==> src/rtl/core/uct_pkg.sv <==
`timescale 1ns / 1ps
`default_nettype none
// ----------------------------------------------------------------------------
// uct_pkg: shared types and case tables for the Unicode case toggle
// Holds the pair table, the range table, the circled-letter bounds and the
// operation codes that travel down the pipeline.
// ----------------------------------------------------------------------------
package uct_pkg;

    localparam int CP_W      = 21;
    localparam int TDATA_W   = 24;
    localparam int KEY_W     = 16;
    localparam int MSK_W     = 10;
    localparam int PAIR_CNT  = 86;
    localparam int RANGE_CNT = 41;

    localparam logic [KEY_W-1:0] CIRC_UP_LO = 16'h24b6;
    localparam logic [KEY_W-1:0] CIRC_UP_HI = 16'h24cf;
    localparam logic [KEY_W-1:0] CIRC_LO_LO = 16'h24d0;
    localparam logic [KEY_W-1:0] CIRC_LO_HI = 16'h24e9;
    localparam logic [CP_W-1:0]  CIRC_DIST  = 21'd26;

    // Operation applied in the last stage
    typedef enum logic [1:0] {
        OP_PASS,
        OP_XOR,
        OP_ADD,
        OP_SUB
    } op_t;

    typedef struct packed {
        logic [KEY_W-1:0] first;
        logic [KEY_W-1:0] second;
        logic [MSK_W-1:0] msk;
    } pair_t;

    typedef struct packed {
        logic [KEY_W-1:0] lo;
        logic [KEY_W-1:0] hi;
        logic [MSK_W-1:0] msk;
    } range_t;

    // Exact pairs: either member matches, first hit in table order wins
    localparam pair_t PAIR_TAB [PAIR_CNT] = '{
        '{16'h0139, 16'h013a, 10'h003}, '{16'h013b, 16'h013c, 10'h007},
        '{16'h013d, 16'h013e, 10'h003}, '{16'h013f, 16'h0140, 10'h07f},
        '{16'h0141, 16'h0142, 10'h003}, '{16'h0143, 16'h0144, 10'h007},
        '{16'h0145, 16'h0146, 10'h003}, '{16'h0147, 16'h0148, 10'h00f},
        '{16'h0178, 16'h00ff, 10'h187}, '{16'h0179, 16'h017a, 10'h003},
        '{16'h017b, 16'h017c, 10'h007}, '{16'h017d, 16'h017e, 10'h003},
        '{16'h0181, 16'h0253, 10'h3d2}, '{16'h0186, 16'h0254, 10'h3d2},
        '{16'h0187, 16'h0188, 10'h00f}, '{16'h018a, 16'h0257, 10'h3dd},
        '{16'h018b, 16'h018c, 10'h007}, '{16'h018e, 16'h0258, 10'h3d6},
        '{16'h018f, 16'h0259, 10'h3d6}, '{16'h0190, 16'h025b, 10'h3cb},
        '{16'h0191, 16'h0192, 10'h003}, '{16'h0193, 16'h0260, 10'h3f3},
        '{16'h0194, 16'h0263, 10'h3f7}, '{16'h0196, 16'h0269, 10'h3ff},
        '{16'h0197, 16'h0268, 10'h3ff}, '{16'h0198, 16'h0199, 10'h001},
        '{16'h019c, 16'h026f, 10'h3f3}, '{16'h019d, 16'h0272, 10'h3ef},
        '{16'h01a7, 16'h01a8, 10'h00f}, '{16'h01a9, 16'h0283, 10'h32a},
        '{16'h01ac, 16'h01ad, 10'h001}, '{16'h01ae, 16'h0288, 10'h326},
        '{16'h01af, 16'h01b0, 10'h01f}, '{16'h01b1, 16'h028a, 10'h33b},
        '{16'h01b2, 16'h028b, 10'h339}, '{16'h01b3, 16'h01b4, 10'h007},
        '{16'h01b5, 16'h01b6, 10'h003}, '{16'h01b7, 16'h0292, 10'h325},
        '{16'h01b8, 16'h01b9, 10'h001}, '{16'h01bc, 16'h01bd, 10'h001},
        '{16'h01c4, 16'h01c6, 10'h002}, '{16'h01c7, 16'h01c9, 10'h00e},
        '{16'h01ca, 16'h01cc, 10'h006}, '{16'h01cd, 16'h01ce, 10'h003},
        '{16'h01cf, 16'h01d0, 10'h01f}, '{16'h01d1, 16'h01d2, 10'h003},
        '{16'h01d3, 16'h01d4, 10'h007}, '{16'h01d5, 16'h01d6, 10'h003},
        '{16'h01d7, 16'h01d8, 10'h00f}, '{16'h01d9, 16'h01da, 10'h003},
        '{16'h01db, 16'h01dc, 10'h007}, '{16'h01de, 16'h01df, 10'h001},
        '{16'h01f1, 16'h01f3, 10'h002}, '{16'h01f4, 16'h01f5, 10'h001},
        '{16'h0386, 16'h03ac, 10'h02a}, '{16'h0388, 16'h03ad, 10'h025},
        '{16'h0389, 16'h03ae, 10'h027}, '{16'h038a, 16'h03af, 10'h025},
        '{16'h038c, 16'h03cc, 10'h040}, '{16'h038e, 16'h03cd, 10'h043},
        '{16'h038f, 16'h03ce, 10'h041}, '{16'h04c1, 16'h04c2, 10'h003},
        '{16'h04c3, 16'h04c4, 10'h007}, '{16'h04c7, 16'h04c8, 10'h00f},
        '{16'h04cb, 16'h04cc, 10'h007}, '{16'h1f59, 16'h1f51, 10'h008},
        '{16'h1f5b, 16'h1f53, 10'h008}, '{16'h1f5d, 16'h1f55, 10'h008},
        '{16'h1f5f, 16'h1f57, 10'h008}, '{16'h1fba, 16'h1f70, 10'h0ca},
        '{16'h1fbb, 16'h1f71, 10'h0ca}, '{16'h1fc8, 16'h1f72, 10'h0ba},
        '{16'h1fc9, 16'h1f73, 10'h0ba}, '{16'h1fca, 16'h1f74, 10'h0be},
        '{16'h1fcb, 16'h1f75, 10'h0be}, '{16'h1fda, 16'h1f76, 10'h0ac},
        '{16'h1fdb, 16'h1f77, 10'h0ac}, '{16'h1fea, 16'h1f7a, 10'h090},
        '{16'h1feb, 16'h1f7b, 10'h090}, '{16'h1fec, 16'h1fe5, 10'h009},
        '{16'h1ff8, 16'h1f78, 10'h080}, '{16'h1ff9, 16'h1f79, 10'h080},
        '{16'h1ffa, 16'h1f7c, 10'h086}, '{16'h1ffb, 16'h1f7d, 10'h086},
        '{16'h2112, 16'h2113, 10'h001}, '{16'h2130, 16'h212f, 10'h01f}
    };

    // Inclusive ranges, tried only when no pair matches
    localparam range_t RANGE_TAB [RANGE_CNT] = '{
        '{16'h0041, 16'h005a, 10'h020}, '{16'h0061, 16'h007a, 10'h020},
        '{16'h00c0, 16'h00de, 10'h020}, '{16'h00e0, 16'h00fe, 10'h020},
        '{16'h0100, 16'h012f, 10'h001}, '{16'h0132, 16'h0137, 10'h001},
        '{16'h014a, 16'h0177, 10'h001}, '{16'h0182, 16'h0185, 10'h001},
        '{16'h01a0, 16'h01a5, 10'h001}, '{16'h01e0, 16'h01ef, 10'h001},
        '{16'h01fa, 16'h01ff, 10'h001}, '{16'h0200, 16'h0217, 10'h001},
        '{16'h0391, 16'h039f, 10'h020}, '{16'h03a0, 16'h03ab, 10'h060},
        '{16'h03b1, 16'h03bf, 10'h020}, '{16'h03c0, 16'h03cb, 10'h060},
        '{16'h03e2, 16'h03ef, 10'h001}, '{16'h0401, 16'h040f, 10'h050},
        '{16'h0410, 16'h041f, 10'h020}, '{16'h0420, 16'h042f, 10'h060},
        '{16'h0430, 16'h043f, 10'h020}, '{16'h0440, 16'h044f, 10'h060},
        '{16'h0451, 16'h045f, 10'h050}, '{16'h0460, 16'h0481, 10'h001},
        '{16'h0490, 16'h04bf, 10'h001}, '{16'h04d0, 16'h04f9, 10'h001},
        '{16'h0531, 16'h053f, 10'h050}, '{16'h0540, 16'h054f, 10'h030},
        '{16'h0550, 16'h0556, 10'h0d0}, '{16'h0561, 16'h056f, 10'h050},
        '{16'h0570, 16'h057f, 10'h030}, '{16'h0580, 16'h0586, 10'h0d0},
        '{16'h1e00, 16'h1e59, 10'h001}, '{16'h1ea0, 16'h1ef9, 10'h001},
        '{16'h1f00, 16'h1f15, 10'h008}, '{16'h1f18, 16'h1f1d, 10'h008},
        '{16'h1f20, 16'h1f45, 10'h008}, '{16'h1f48, 16'h1f4d, 10'h008},
        '{16'h1f60, 16'h1f6f, 10'h008}, '{16'hff21, 16'hff3a, 10'h060},
        '{16'hff41, 16'hff5a, 10'h060}
    };

endpackage
`default_nettype wire

==> src/rtl/core/unicode_case_toggle_top.sv <==
`timescale 1ns / 1ps
`default_nettype none
// ----------------------------------------------------------------------------
// unicode_case_toggle_top: four-stage Unicode simple case toggle
// Matches a code point against fixed pairs, fixed ranges and the circled
// letters, then XORs in the chosen mask or shifts by 26.
// ----------------------------------------------------------------------------
//  channel  | direction | payload (tdata, low bit first)
//  s_axis   | in        | [20:0] code_point, [23:21] zero pad
//  m_axis   | out       | [20:0] toggled_point, [23:21] zero
//
//  One transaction enters per cycle when the output side keeps tready high;
//  each result passes through every stage register before it reaches m_axis.
//  Stages: input register, table compare, first-hit select, apply/output.
//  Each stage advances when the stage after it is empty or moving, so a
//  stall on m_axis backs up stage by stage without loss or repeats.
//  aresetn (synchronous, active low) clears all valid bits.
// ----------------------------------------------------------------------------
module unicode_case_toggle_top (
    input  wire logic                          aclk,
    input  wire logic                          aresetn,
    input  wire logic                          s_axis_tvalid,
    output logic                               s_axis_tready,
    input  wire logic [uct_pkg::TDATA_W-1:0]   s_axis_tdata,   // [20:0] code_point
    output logic                               m_axis_tvalid,
    input  wire logic                          m_axis_tready,
    output logic [uct_pkg::TDATA_W-1:0]        m_axis_tdata    // [20:0] toggled_point
);

    localparam int CW = uct_pkg::CP_W;
    localparam int PN = uct_pkg::PAIR_CNT;
    localparam int RN = uct_pkg::RANGE_CNT;
    localparam int MW = uct_pkg::MSK_W;

    // Stage valid bits
    logic va_reg, vb_reg, vc_reg, vd_reg;
    logic rdy_a, rdy_b, rdy_c, rdy_d;

    // Stage payloads
    logic [CW-1:0] cp_a_reg, cp_a_next;
    logic [CW-1:0] cp_b_reg;
    logic [PN-1:0] pair_hit_reg, pair_hit_next;
    logic [RN-1:0] rng_hit_reg, rng_hit_next;
    logic          circ_up_reg, circ_up_next;
    logic          circ_dn_reg, circ_dn_next;
    logic [CW-1:0] cp_c_reg;
    logic [MW-1:0] msk_c_reg, msk_c_next;
    uct_pkg::op_t  op_c_reg, op_c_next;
    logic [CW-1:0] res_d_reg, res_d_next;

    logic [PN-1:0] pair_first;
    logic [RN-1:0] rng_first;
    logic [MW-1:0] pair_msk, rng_msk;

    // Ready chain: a stage takes new data when empty or when it drains
    assign rdy_d = !vd_reg || m_axis_tready;
    assign rdy_c = !vc_reg || rdy_d;
    assign rdy_b = !vb_reg || rdy_c;
    assign rdy_a = !va_reg || rdy_b;

    assign s_axis_tready = rdy_a;
    assign m_axis_tvalid = vd_reg;
    assign m_axis_tdata  = {{(uct_pkg::TDATA_W - CW){1'b0}}, res_d_reg};

    assign cp_a_next = s_axis_tdata[CW-1:0];

    // Compare against every pair member, range and circled block
    always_comb begin
        for (int i = 0; i < PN; i++) begin
            pair_hit_next[i] =
                (cp_a_reg == {{(CW - uct_pkg::KEY_W){1'b0}}, uct_pkg::PAIR_TAB[i].first}) ||
                (cp_a_reg == {{(CW - uct_pkg::KEY_W){1'b0}}, uct_pkg::PAIR_TAB[i].second});
        end
        for (int j = 0; j < RN; j++) begin
            rng_hit_next[j] =
                (cp_a_reg >= {{(CW - uct_pkg::KEY_W){1'b0}}, uct_pkg::RANGE_TAB[j].lo}) &&
                (cp_a_reg <= {{(CW - uct_pkg::KEY_W){1'b0}}, uct_pkg::RANGE_TAB[j].hi});
        end
        circ_up_next =
            (cp_a_reg >= {{(CW - uct_pkg::KEY_W){1'b0}}, uct_pkg::CIRC_UP_LO}) &&
            (cp_a_reg <= {{(CW - uct_pkg::KEY_W){1'b0}}, uct_pkg::CIRC_UP_HI});
        circ_dn_next =
            (cp_a_reg >= {{(CW - uct_pkg::KEY_W){1'b0}}, uct_pkg::CIRC_LO_LO}) &&
            (cp_a_reg <= {{(CW - uct_pkg::KEY_W){1'b0}}, uct_pkg::CIRC_LO_HI});
    end

    // Keep only the lowest-index hit, then gather its mask
    assign pair_first = pair_hit_reg & (~pair_hit_reg + {{(PN - 1){1'b0}}, 1'b1});
    assign rng_first  = rng_hit_reg & (~rng_hit_reg + {{(RN - 1){1'b0}}, 1'b1});

    always_comb begin
        pair_msk = '0;
        rng_msk  = '0;
        for (int i = 0; i < PN; i++) begin
            pair_msk = pair_msk | ({MW{pair_first[i]}} & uct_pkg::PAIR_TAB[i].msk);
        end
        for (int j = 0; j < RN; j++) begin
            rng_msk = rng_msk | ({MW{rng_first[j]}} & uct_pkg::RANGE_TAB[j].msk);
        end
    end

    // Rule priority: pairs, ranges, circled capitals, circled small letters
    always_comb begin
        msk_c_next = '0;
        op_c_next  = uct_pkg::OP_PASS;
        if (|pair_hit_reg) begin
            msk_c_next = pair_msk;
            op_c_next  = uct_pkg::OP_XOR;
        end else if (|rng_hit_reg) begin
            msk_c_next = rng_msk;
            op_c_next  = uct_pkg::OP_XOR;
        end else if (circ_up_reg) begin
            op_c_next  = uct_pkg::OP_ADD;
        end else if (circ_dn_reg) begin
            op_c_next  = uct_pkg::OP_SUB;
        end
    end

    // Apply the chosen operation
    always_comb begin
        unique case (op_c_reg)
            uct_pkg::OP_XOR:  res_d_next = cp_c_reg ^ {{(CW - MW){1'b0}}, msk_c_reg};
            uct_pkg::OP_ADD:  res_d_next = cp_c_reg + uct_pkg::CIRC_DIST;
            uct_pkg::OP_SUB:  res_d_next = cp_c_reg - uct_pkg::CIRC_DIST;
            uct_pkg::OP_PASS: res_d_next = cp_c_reg;
            default:          res_d_next = cp_c_reg;
        endcase
    end

    // Valid bits
    always_ff @(posedge aclk) begin
        if (!aresetn) begin
            va_reg <= 1'b0;
            vb_reg <= 1'b0;
            vc_reg <= 1'b0;
            vd_reg <= 1'b0;
        end else begin
            if (rdy_a) va_reg <= s_axis_tvalid;
            if (rdy_b) vb_reg <= va_reg;
            if (rdy_c) vc_reg <= vb_reg;
            if (rdy_d) vd_reg <= vc_reg;
        end
    end

    // Payload registers: advance with their stage, hold on stall
    always_ff @(posedge aclk) begin
        if (rdy_a) begin
            cp_a_reg <= cp_a_next;
        end
        if (rdy_b) begin
            cp_b_reg     <= cp_a_reg;
            pair_hit_reg <= pair_hit_next;
            rng_hit_reg  <= rng_hit_next;
            circ_up_reg  <= circ_up_next;
            circ_dn_reg  <= circ_dn_next;
        end
        if (rdy_c) begin
            cp_c_reg  <= cp_b_reg;
            msk_c_reg <= msk_c_next;
            op_c_reg  <= op_c_next;
        end
        if (rdy_d) begin
            res_d_reg <= res_d_next;
        end
    end

endmodule
`default_nettype wire

==> config.mk <==
export PLATFORM = sky130hd
export DESIGN_NAME = unicode_case_toggle_top
export DESIGN_NICKNAME = d
export VERILOG_FILES = /design/src/rtl/core/uct_pkg.sv /design/src/rtl/core/unicode_case_toggle_top.sv
export SDC_FILE = /design/constraint.sdc
export NUM_CORES = 1
export LEC_CHECK = 0
export ABC_AREA = 0
export BUFFER_PORTS_ARGS = -buffer_cell sky130_fd_sc_hd__buf_2
export CORE_MARGIN = 2
export CORE_UTILIZATION = 29
export DETAILED_ROUTE_END_ITERATION = 8
export PLACE_DENSITY = 0.47
export SETUP_SLACK_MARGIN = 0.1
export SYNTH_ARGS = -nofsm -noshare
export SYNTH_HDL_FRONTEND = slang
export SYNTH_SLANG_ARGS = --single-unit
==> constraint.sdc <==
create_clock -name aclk -period 4.82 [get_ports aclk]
set_clock_uncertainty 0.2 [all_clocks]
set_input_delay 0.964 -clock aclk [delete_from_list [all_inputs] [get_ports aclk]]
set_output_delay 0.964 -clock aclk [all_outputs]
set_load 0.005 [all_outputs]
=== After elaboration in Yosys (flattened, before gate mapping) ===
Index checks and enable logic that the tools add are counted.

* Register bits: 229
* Output and inout port bits: 26
* Word-level logic and storage cells: 555

* Add/subtract/negate cells: 4
* Magnitude comparators: 86
* Equality and inequality tests: 175
* Mux-type cells: 5
* Bitwise gates (word level): 130
* Reductions and logical operators: 141

{| class="wikitable"
|+ Operator list
! cell !! count
|-
| $eq A21 B9 Y1 const B || 90
|-
| $eq A21 B13 Y1 const B || 38
|-
| $eq A21 B10 Y1 const B || 31
|-
| $ge A21 B11 Y1 const B || 15
|-
| $le A21 B11 Y1 const B || 15
|-
| $or A10 B1 Y10 || 19
|-
| $eq A21 B11 Y1 const B || 8
|-
| $or A10 B10 Y10 || 16
|-
| $or A10 B8 Y10 || 16
|-
| $or A10 B4 Y10 || 15
|-
| $ge A21 B13 Y1 const B || 7
|-
| $ge A21 B9 Y1 const B || 7
|-
| $le A21 B13 Y1 const B || 7
|-
| $le A21 B9 Y1 const B || 7
|-
| $or A10 B7 Y10 || 13
|-
| $reduce_or A127 Y1 || 1
|-
| $ge A21 B10 Y1 const B || 6
|-
| $le A21 B10 Y1 const B || 6
|-
| $or A10 B6 Y10 || 10
|-
| $logic_or A1 B1 Y1 || 90
|-
| $or A10 B2 Y10 || 9
|-
| $add A86 B1 Y86 const B || 1
|-
| $and A86 B86 Y86 || 1
|-
| $not A86 Y86 || 1
|-
| 40 further kinds || 112
|}

=== Longest topological paths before layout ===
Gate-level depths: netlist of run 1.

* Depth in word-level cells: 89
* Depth in mapped cells: 12
* Mapped depth without buffers: 11

=== Worst setup path after synthesis of run 1 ===
Ideal clock, no wire load.

* Path kind: input port to flip-flop
* From: input port m_axis_tready
* To: register circ_dn_reg, enable pin
* Arrival time: 4.157 ns
* Data required time: 4.117 ns
* Path slack: -0.040 ns
* Stages on the path: 3
* Path buffers: 0
* Path through: nor2b_1 -> and3_1 -> inv_1

* Longest elaborated chain between the ends: 3

{| class="wikitable"
|+ Ends and longest elaborated chain
! element !! RTL line !! text
|-
| start, declared || unicode_case_toggle_top.sv:26 || <nowiki>input wire logic m_axis_tready,</nowiki>
|-
| $logic_or A1 B1 Y1 || unicode_case_toggle_top.sv:56 || <nowiki>assign rdy_d = !vd_reg || m_axis_tready;</nowiki>
|-
| $logic_or A1 B1 Y1 || unicode_case_toggle_top.sv:57 || <nowiki>assign rdy_c = !vc_reg || rdy_d;</nowiki>
|-
| $logic_or A1 B1 Y1 || unicode_case_toggle_top.sv:58 || <nowiki>assign rdy_b = !vb_reg || rdy_c;</nowiki>
|-
| via rdy_b || unicode_case_toggle_top.sv:37 || <nowiki>logic rdy_a, rdy_b, rdy_c, rdy_d;</nowiki>
|-
| end signal, assigned || unicode_case_toggle_top.sv:155 || <nowiki>circ_dn_reg <= circ_dn_next;</nowiki>
|-
| end, declared || unicode_case_toggle_top.sv:45 || <nowiki>logic circ_dn_reg, circ_dn_next;</nowiki>
|}

The timed path passes the listed nets, and every way through them passes these cells.
A chain may end at the register's enable or synchronous reset.

=== Worst setup path in the final report of run 1 ===
* From: register op_c_reg[0]
* To: register res_d_reg[20], data pin

* Longest elaborated chain between the ends: 2

{| class="wikitable"
|+ Ends and longest elaborated chain
! element !! RTL line !! text
|-
| start, declared || unicode_case_toggle_top.sv:48 || <nowiki>uct_pkg::op_t op_c_reg, op_c_next;</nowiki>
|-
| start signal, assigned || unicode_case_toggle_top.sv:160 || <nowiki>op_c_reg <= op_c_next;</nowiki>
|-
| $eq A2 B2 Y1 (tied with other cells) || unicode_case_toggle_top.sv:121 || <nowiki>unique case (op_c_reg)</nowiki>
|-
| $pmux W21 S4 * || unicode_case_toggle_top.sv:121 ||
|-
| via res_d_next[20] || unicode_case_toggle_top.sv:49 || <nowiki>logic [CW-1:0] res_d_reg, res_d_next;</nowiki>
|-
| end signal, assigned || unicode_case_toggle_top.sv:163 || <nowiki>res_d_reg <= res_d_next;</nowiki>
|-
| end, declared || unicode_case_toggle_top.sv:49 ||
|}

The timed path passes the listed nets; every way through them passes the cells marked *.

==> reports/metrics.cfg, run 1 <==
[layout]
largest_reg_flops=86
nNetsFinal=1256
area_delta_synth_final_pct=15.2
layout-drive-gt1-share_pct=11.2
stdcell_count=1760
postLayoutCellArea_um2=13900
antenna-diode-count=0

[cts]
cts_resized=0
clkSinkCount=229
cts_root_buffer=clkbuf_16
clkTransAtPathRegs_ns=0.06
htreeDepth=1
insertion_delay_ns=0.54
cts_buffer_depth=3
numCtsBuffers=27
tritoncts=done
cts_setup_buffers=0
cts_hold_buf=0

[global_route]
grt-ovfl-total=0
grt_first_pass_wirelength_mm=57.0
grt_max_degree=53
antenna_found_initial=0
grt_util_all_layers_pct=17.2
grt_pass1_vias=9352

[synthesis]
synth_area_um2=12000
synth-async-reset-ratio_pct=0
synth_area_leaders=edfxtp_1 56%, nor2_1 5.3%, nand2_1 3.6%
synth_top_area_cell=edfxtp_1
ys_seq_area_share_pct=56.9
synth_edf_count=225
syn_inst=1150
synth-main-ff-cell=edfxtp_1
ys_ff_latch=229
yosys.cell_types.count=74
ys.warnings.count=0
avgSynthCellArea_um2=10.5
synth_top_area_share_pct=56.2

[die]
dieArea_um2=43100
die_y_um=208
ios=54
initial_core_util_pct=29.4
core-area_um2=40800
die_x_um=208
rows=74

[timing]
slew-limit-headroom_pct=18.9
worst_pin_slew_ns=1.21
max_freq_mhz=244
period_needed_ns=4.10
whs_ns=0.217
slew_violations=0
fin_crit_sh_pct=85.1
hold_violations=0
setup_viol=0
rsz0062_at_grt=false
fin_setup_tns_ns=0

[placement]
globalplace.congestion=0.932
io_buffers=47
place_inst=1712
hpwlAfterDp_mm=28.5
placed_cell_area_um2=13000

[worst_setup_path]
cp_data_arrival_time_ns=4.19
start_kind=register
crit_fanout=18
path_cells=nand2_1, inv_1, ha_1, a211oi_1, o211ai_1, a31oi_1, o21ai_0, a2111oi_0, o21bai_1, mux2i_1, xnor2_1
crit_path_end_kind=register
required_ns=4.91
worstSetupPathType=register to register
path_delay_family=compound AO/OA/AOI/OAI gates
cp_slowest_cell=edfxtp_1
max_stage_delay_ns=0.57
cp_num_buf_inv=1

[hold_path]
hold_path.class=register to register

[drt]
first_pass_iters=5
drt_iter0_markers=873
antenna_left=0
drt-total-wl_mm=38.0
num_vias=9611
drc=0
viasPerCell=5.46
wl_per_cell_um=21.6

[power]
power.density_nw_per_um2=325
vdd_drop_max_v=0.000211
p_leak_nw=5.25
power.total_mw=4.50

[job]
drv_cap=0

[status]
status=finished, final reports clean

[synthesized netlist by cell type, types with 9 or more instances]
cell type,number
inv_1,27
a31oi_1,13
edfxtp_1,225
nor2_1,169
or4_1,10
a22oi_1,11
xnor2_1,16
nand2_1,116
mux2_2,9
nand3_1,36
clkbuf_1,34
xor2_1,10
and3_1,14
nor4_1,27
nand4_1,13
nor3_1,74
o22ai_1,14
ha_1,18
nor2b_1,15
a21o_1,14
or3_1,13
o21ai_0,54
nand2b_1,21
a21oi_1,72
[report_power, final]
group | leakage (nW) | internal, mW | switching (mW) | total (mW)
combinational | 2.16 | 0.0685 | 0.139 | 0.207
sequential | 2.66 | 2.21 | 0.0385 | 2.25
clock | 0.433 | 1.23 | 0.813 | 2.05
[placed cells by master, fill, tap and decap left out, drive strengths merged, types with 15 or more instances in the layout]
cell type and n:
nor4 28, nand3 36, nor3 74, a21oi 72, clkbuf 28, nor2 169
nand2 116, nand4 15, nand2b 21, buf 68, xnor2 16, ha 18
nor2b 15, edfxtp 225, o21ai 54, inv 28
[metrics by stage]
step | worst slack, ns | utilization [%]
3_3_place_gp | 0.764 | 31.8
6_report | 0.719 | 33.9
2_1_floorplan | 0.528 | -
4_1_cts | 0.701 | 33.9
5_1_grt | 0.493 | 33.9
3_5_place_dp | 0.684 | 31.8
[layout make-up]
type	count	area, um2
fill	4141	27000
sequential	229	6840
multi-input combinational	856	4930
clock buffer	28	679
tap	532	666
timing repair buffer	68	430
clock inverter	20	205
inverter	27	105
[final timing paths]
check / startpoint / end / slack [ns] / depth (start not counted)
hold reg to reg: cp_b_reg[3] / cp_c_reg[3] / 0.22 / 0
setup / recovery: op_c_reg[0] / res_d_reg[20] / 0.72 / 11
hold / removal: cp_b_reg[3] / cp_c_reg[3] / 0.22 / 0
setup reg to reg: op_c_reg[0] / res_d_reg[20] / 0.72 / 11
[per-layer routing]
metal,vias up,part of all wire [%],track usage (%)
met5,-,0,0
met4,0,3.8,7.22
met3,90,6.8,2.65
met2,391,46,27.4
met1,4659,44,23.3
li1,4471,-,-
[logic make-up (layout without fill, tap and decap cells)]
| kind of cell | after synthesis | count (layout) | share of synthesized area, % |
|---|---|---|---|
| xor+xnor | 26 | 26 | 1.89 |
| other cells | 1 | 3 | 0.0312 |
| buf+inv | 67 | 143 | 2.19 |
| fa+ha+maj | 19 | 19 | 2.04 |
| simple gates | 546 | 546 | 22.6 |
| compound gates | 250 | 250 | 13.3 |
| flops | 229 | 229 | 56.9 |
| mux | 12 | 12 | 1.09 |
Note: power is estimated with default switching activity, not from simulation.
==> inputs of run 2 (changes only) <==
--- a/config.mk
+++ b/config.mk
@@ -16,2 +16,3 @@
 export SYNTH_HDL_FRONTEND = slang
 export SYNTH_SLANG_ARGS = --single-unit
+export TNS_END_PERCENT = 5
==> constraint.sdc (replaced) <==
create_clock -name aclk -period 4.82 [get_ports aclk]
set_clock_uncertainty 0.2 [all_clocks]
set_input_delay 0.482 -clock aclk [delete_from_list [all_inputs] [get_ports aclk]]
set_output_delay 0.482 -clock aclk [all_outputs]
set_load 0.005 [all_outputs]
==> run 2 against run 1 <==
Final cell count increased by 1.0%; worst hold slack worse by 0.098 ns; register-to-register slack gained 0.16 ns; critical path type unchanged; sequential share of layout area down 0.84 points; largest cell class unchanged; sequential power hardly changed; setup slack gained 0.16 ns; utilization rose by 0.59 points; clock-buffer cell count up 4; die area is the same; cell area is 1.7% higher.
==> reports/metrics.cfg, run 2 (synthesis results as in run 1) <==
[worst_setup_path]
required_ns=4.91
r2r-end=res_d_reg[20]
timing.rr.start=op_c_reg[0]
start_kind=register
path_cells=nand2_1, inv_1, ha_1, a211oi_1, o211ai_1, a31oi_1, o21ai_0, a2111oi_0, o21bai_1, mux2i_1, xnor2_1
worstSetupPathDepth=11
cp_slowest_cell=edfxtp_1
r2r_cells=11
path_delay_family=compound AO/OA/AOI/OAI gates
r2r_slack_ns=0.88
worstSetupPathType=register to register
cp_data_arrival_time_ns=4.03
max_stage_delay_ns=0.57
crit_path_end_kind=register
crit_fanout=18
cp_num_buf_inv=1

[hold_path]
min_from=m_axis_tready
min_to=m_axis_tvalid
min_path_cells=3
hold_path.class=primary input to register

[die]
core-area_um2=40800
rows=74
initial_core_util_pct=29.4
dieArea_um2=43100
die_y_um=208
die_x_um=208
ios=54

[timing]
rsz0062_at_grt=false
period_needed_ns=3.94
slew_violations=0
max_freq_mhz=254
setup_viol=0
fin_crit_sh_pct=81.8
hold_violations=0
fin_setup_tns_ns=0
slew-limit-headroom_pct=17.6
worst_pin_slew_ns=1.23

[power]
vdd_drop_max_v=0.000295
clockPowerShare_pct=46.7
p_int_mw=3.66
seqPwrFrac_pct=48.6
power.density_nw_per_um2=328
comb_power_share_pct=4.8
netSwitchingPower_mw=0.971
p_leak_nw=5.35
swShare_pct=21.0

[cts]
cts_root_buffer=clkbuf_16
numCtsBuffers=26
insertion_delay_ns=0.54
tritoncts=done
cts_buffer_depth=3
htreeDepth=1
clkSinkCount=229
cts_setup_buffers=0
clkTransAtPathRegs_ns=0.06

[layout]
antenna-diode-count=0
final_cell_mix=225 x edfxtp_1, 169 x nor2_1, 116 x nand2_1
area_delta_synth_final_pct=17.2
largest_reg_flops=86
fillers=4058
final_common_cell=edfxtp_1
nNetsFinal=1275
postLayoutCellArea_um2=14100
layout-drive-gt1-share_pct=10.7

[global_route]
grt_util_all_layers_pct=17.3
grt_max_degree=86
grt_first_pass_wirelength_mm=57.5
grt-ovfl-total=0
grt_pass1_vias=9336
antenna_found_initial=2

[drt]
drt_iter0_markers=847
viasPerCell=5.40
drt-total-wl_mm=38.1
drc=0
num_vias=9608
wl_per_cell_um=21.4
first_pass_iters=7
antenna_left=0

[placement]
placed_cell_area_um2=12900
globalplace.congestion=0.930
io_buffers=47
hpwlAfterDp_mm=28.4

[job]
drv_cap=0

[status]
status=finished, final reports clean

==> run 2: changes by cell type in the layout (fill, tap and decap cells not counted) <==
cell | before | now
clkinv_1 | 6 | 2
clkbuf_1 | 1 | 3
clkinv_2 | 6 | 4
dlygate4sd3_1 | 0 | 24
buf_4 | 18 | 16
clkinvlp_4 | 3 | 1
clkbuf_8 | 0 | 2
buf_12 | 3 | 1
bufinv_16 | 4 | 6
==> run 2: area by class of cell <==
class	instances	area [um2]	share of cell area [%]
well taps	532	666	4.72
clock inverters	14	224	1.59
flip-flops and latches	229	6840	48.5
multi-input cells	856	4930	35.0
inverters	27	106	0.755
repair buffers	88	616	4.37
clock buffers	32	714	5.07
==> run 2: per-layer routing <==
layer	vias up	track usage (%)	wire (um)
li1	4520	-	-
met1	4601	23.6	16700
met2	385	26.9	16900
met3	102	2.72	2500
met4	0	8.65	1910
met5	-	0	0
==> run 2: worst max-delay path by stage <==
| stage | startpoint | endpoint | slack, ns |
|---|---|---|---|
| 2_1_floorplan | m_axis_tready | circ_dn_reg | 0.44 |
| 3_3_place_gp | op_c_reg[0] | res_d_reg[20] | 0.83 |
| 3_5_place_dp | op_c_reg[0] | res_d_reg[20] | 0.81 |
| 4_1_cts | op_c_reg[0] | res_d_reg[20] | 0.76 |
| 5_1_grt | op_c_reg[0] | res_d_reg[20] | 0.45 |
| 6_report | op_c_reg[0] | res_d_reg[20] | 0.88 |
==> run 2: power by group through the flow <==
stage	Combinational, mW	Sequential [mW]	Clock, mW
6_report	0.221	2.25	2.16
5_1_grt	0.238	2.25	2.29
4_1_cts	0.217	2.25	2.21
3_5_place_dp	0.201	2.29	0
3_3_place_gp	0.202	2.29	0
2_1_floorplan	0.133	2.27	0
==> run 2: what timing repair did <==
action / CTS / global route
hold buffers: 24 / 0
resized for setup: 0 / 0
endpoints found under the hold margin: 25 / 0
==> run 2: worst reg2reg max path, cell delays in order (launching register included) <==
cell and delay (ns):
edfxtp_1 0.57, nand2_1 0.16, inv_1 0.51, ha_1 0.37
a211oi_1 0.34, o211ai_1 0.18, a31oi_1 0.27, o21ai_0 0.21
a2111oi_0 0.43, o21bai_1 0.15, mux2i_1 0.15, xnor2_1 0.16
==> run 2: per-stage QoR <==
stage                     std cells  setup WS (ns)  hold WS (ns)  power, mW  util, %
after floorplan                1152          0.442         0.200       2.40        -
final                          1778          0.878         0.119       4.63     34.5
after CTS                      1778          0.757        0.0835       4.68     34.5
after detailed placement       1708          0.805         0.205       2.49     31.6
after global routing           1778          0.453         0.138       4.78     34.5
after global placement         1708          0.825         0.201       2.49     31.6
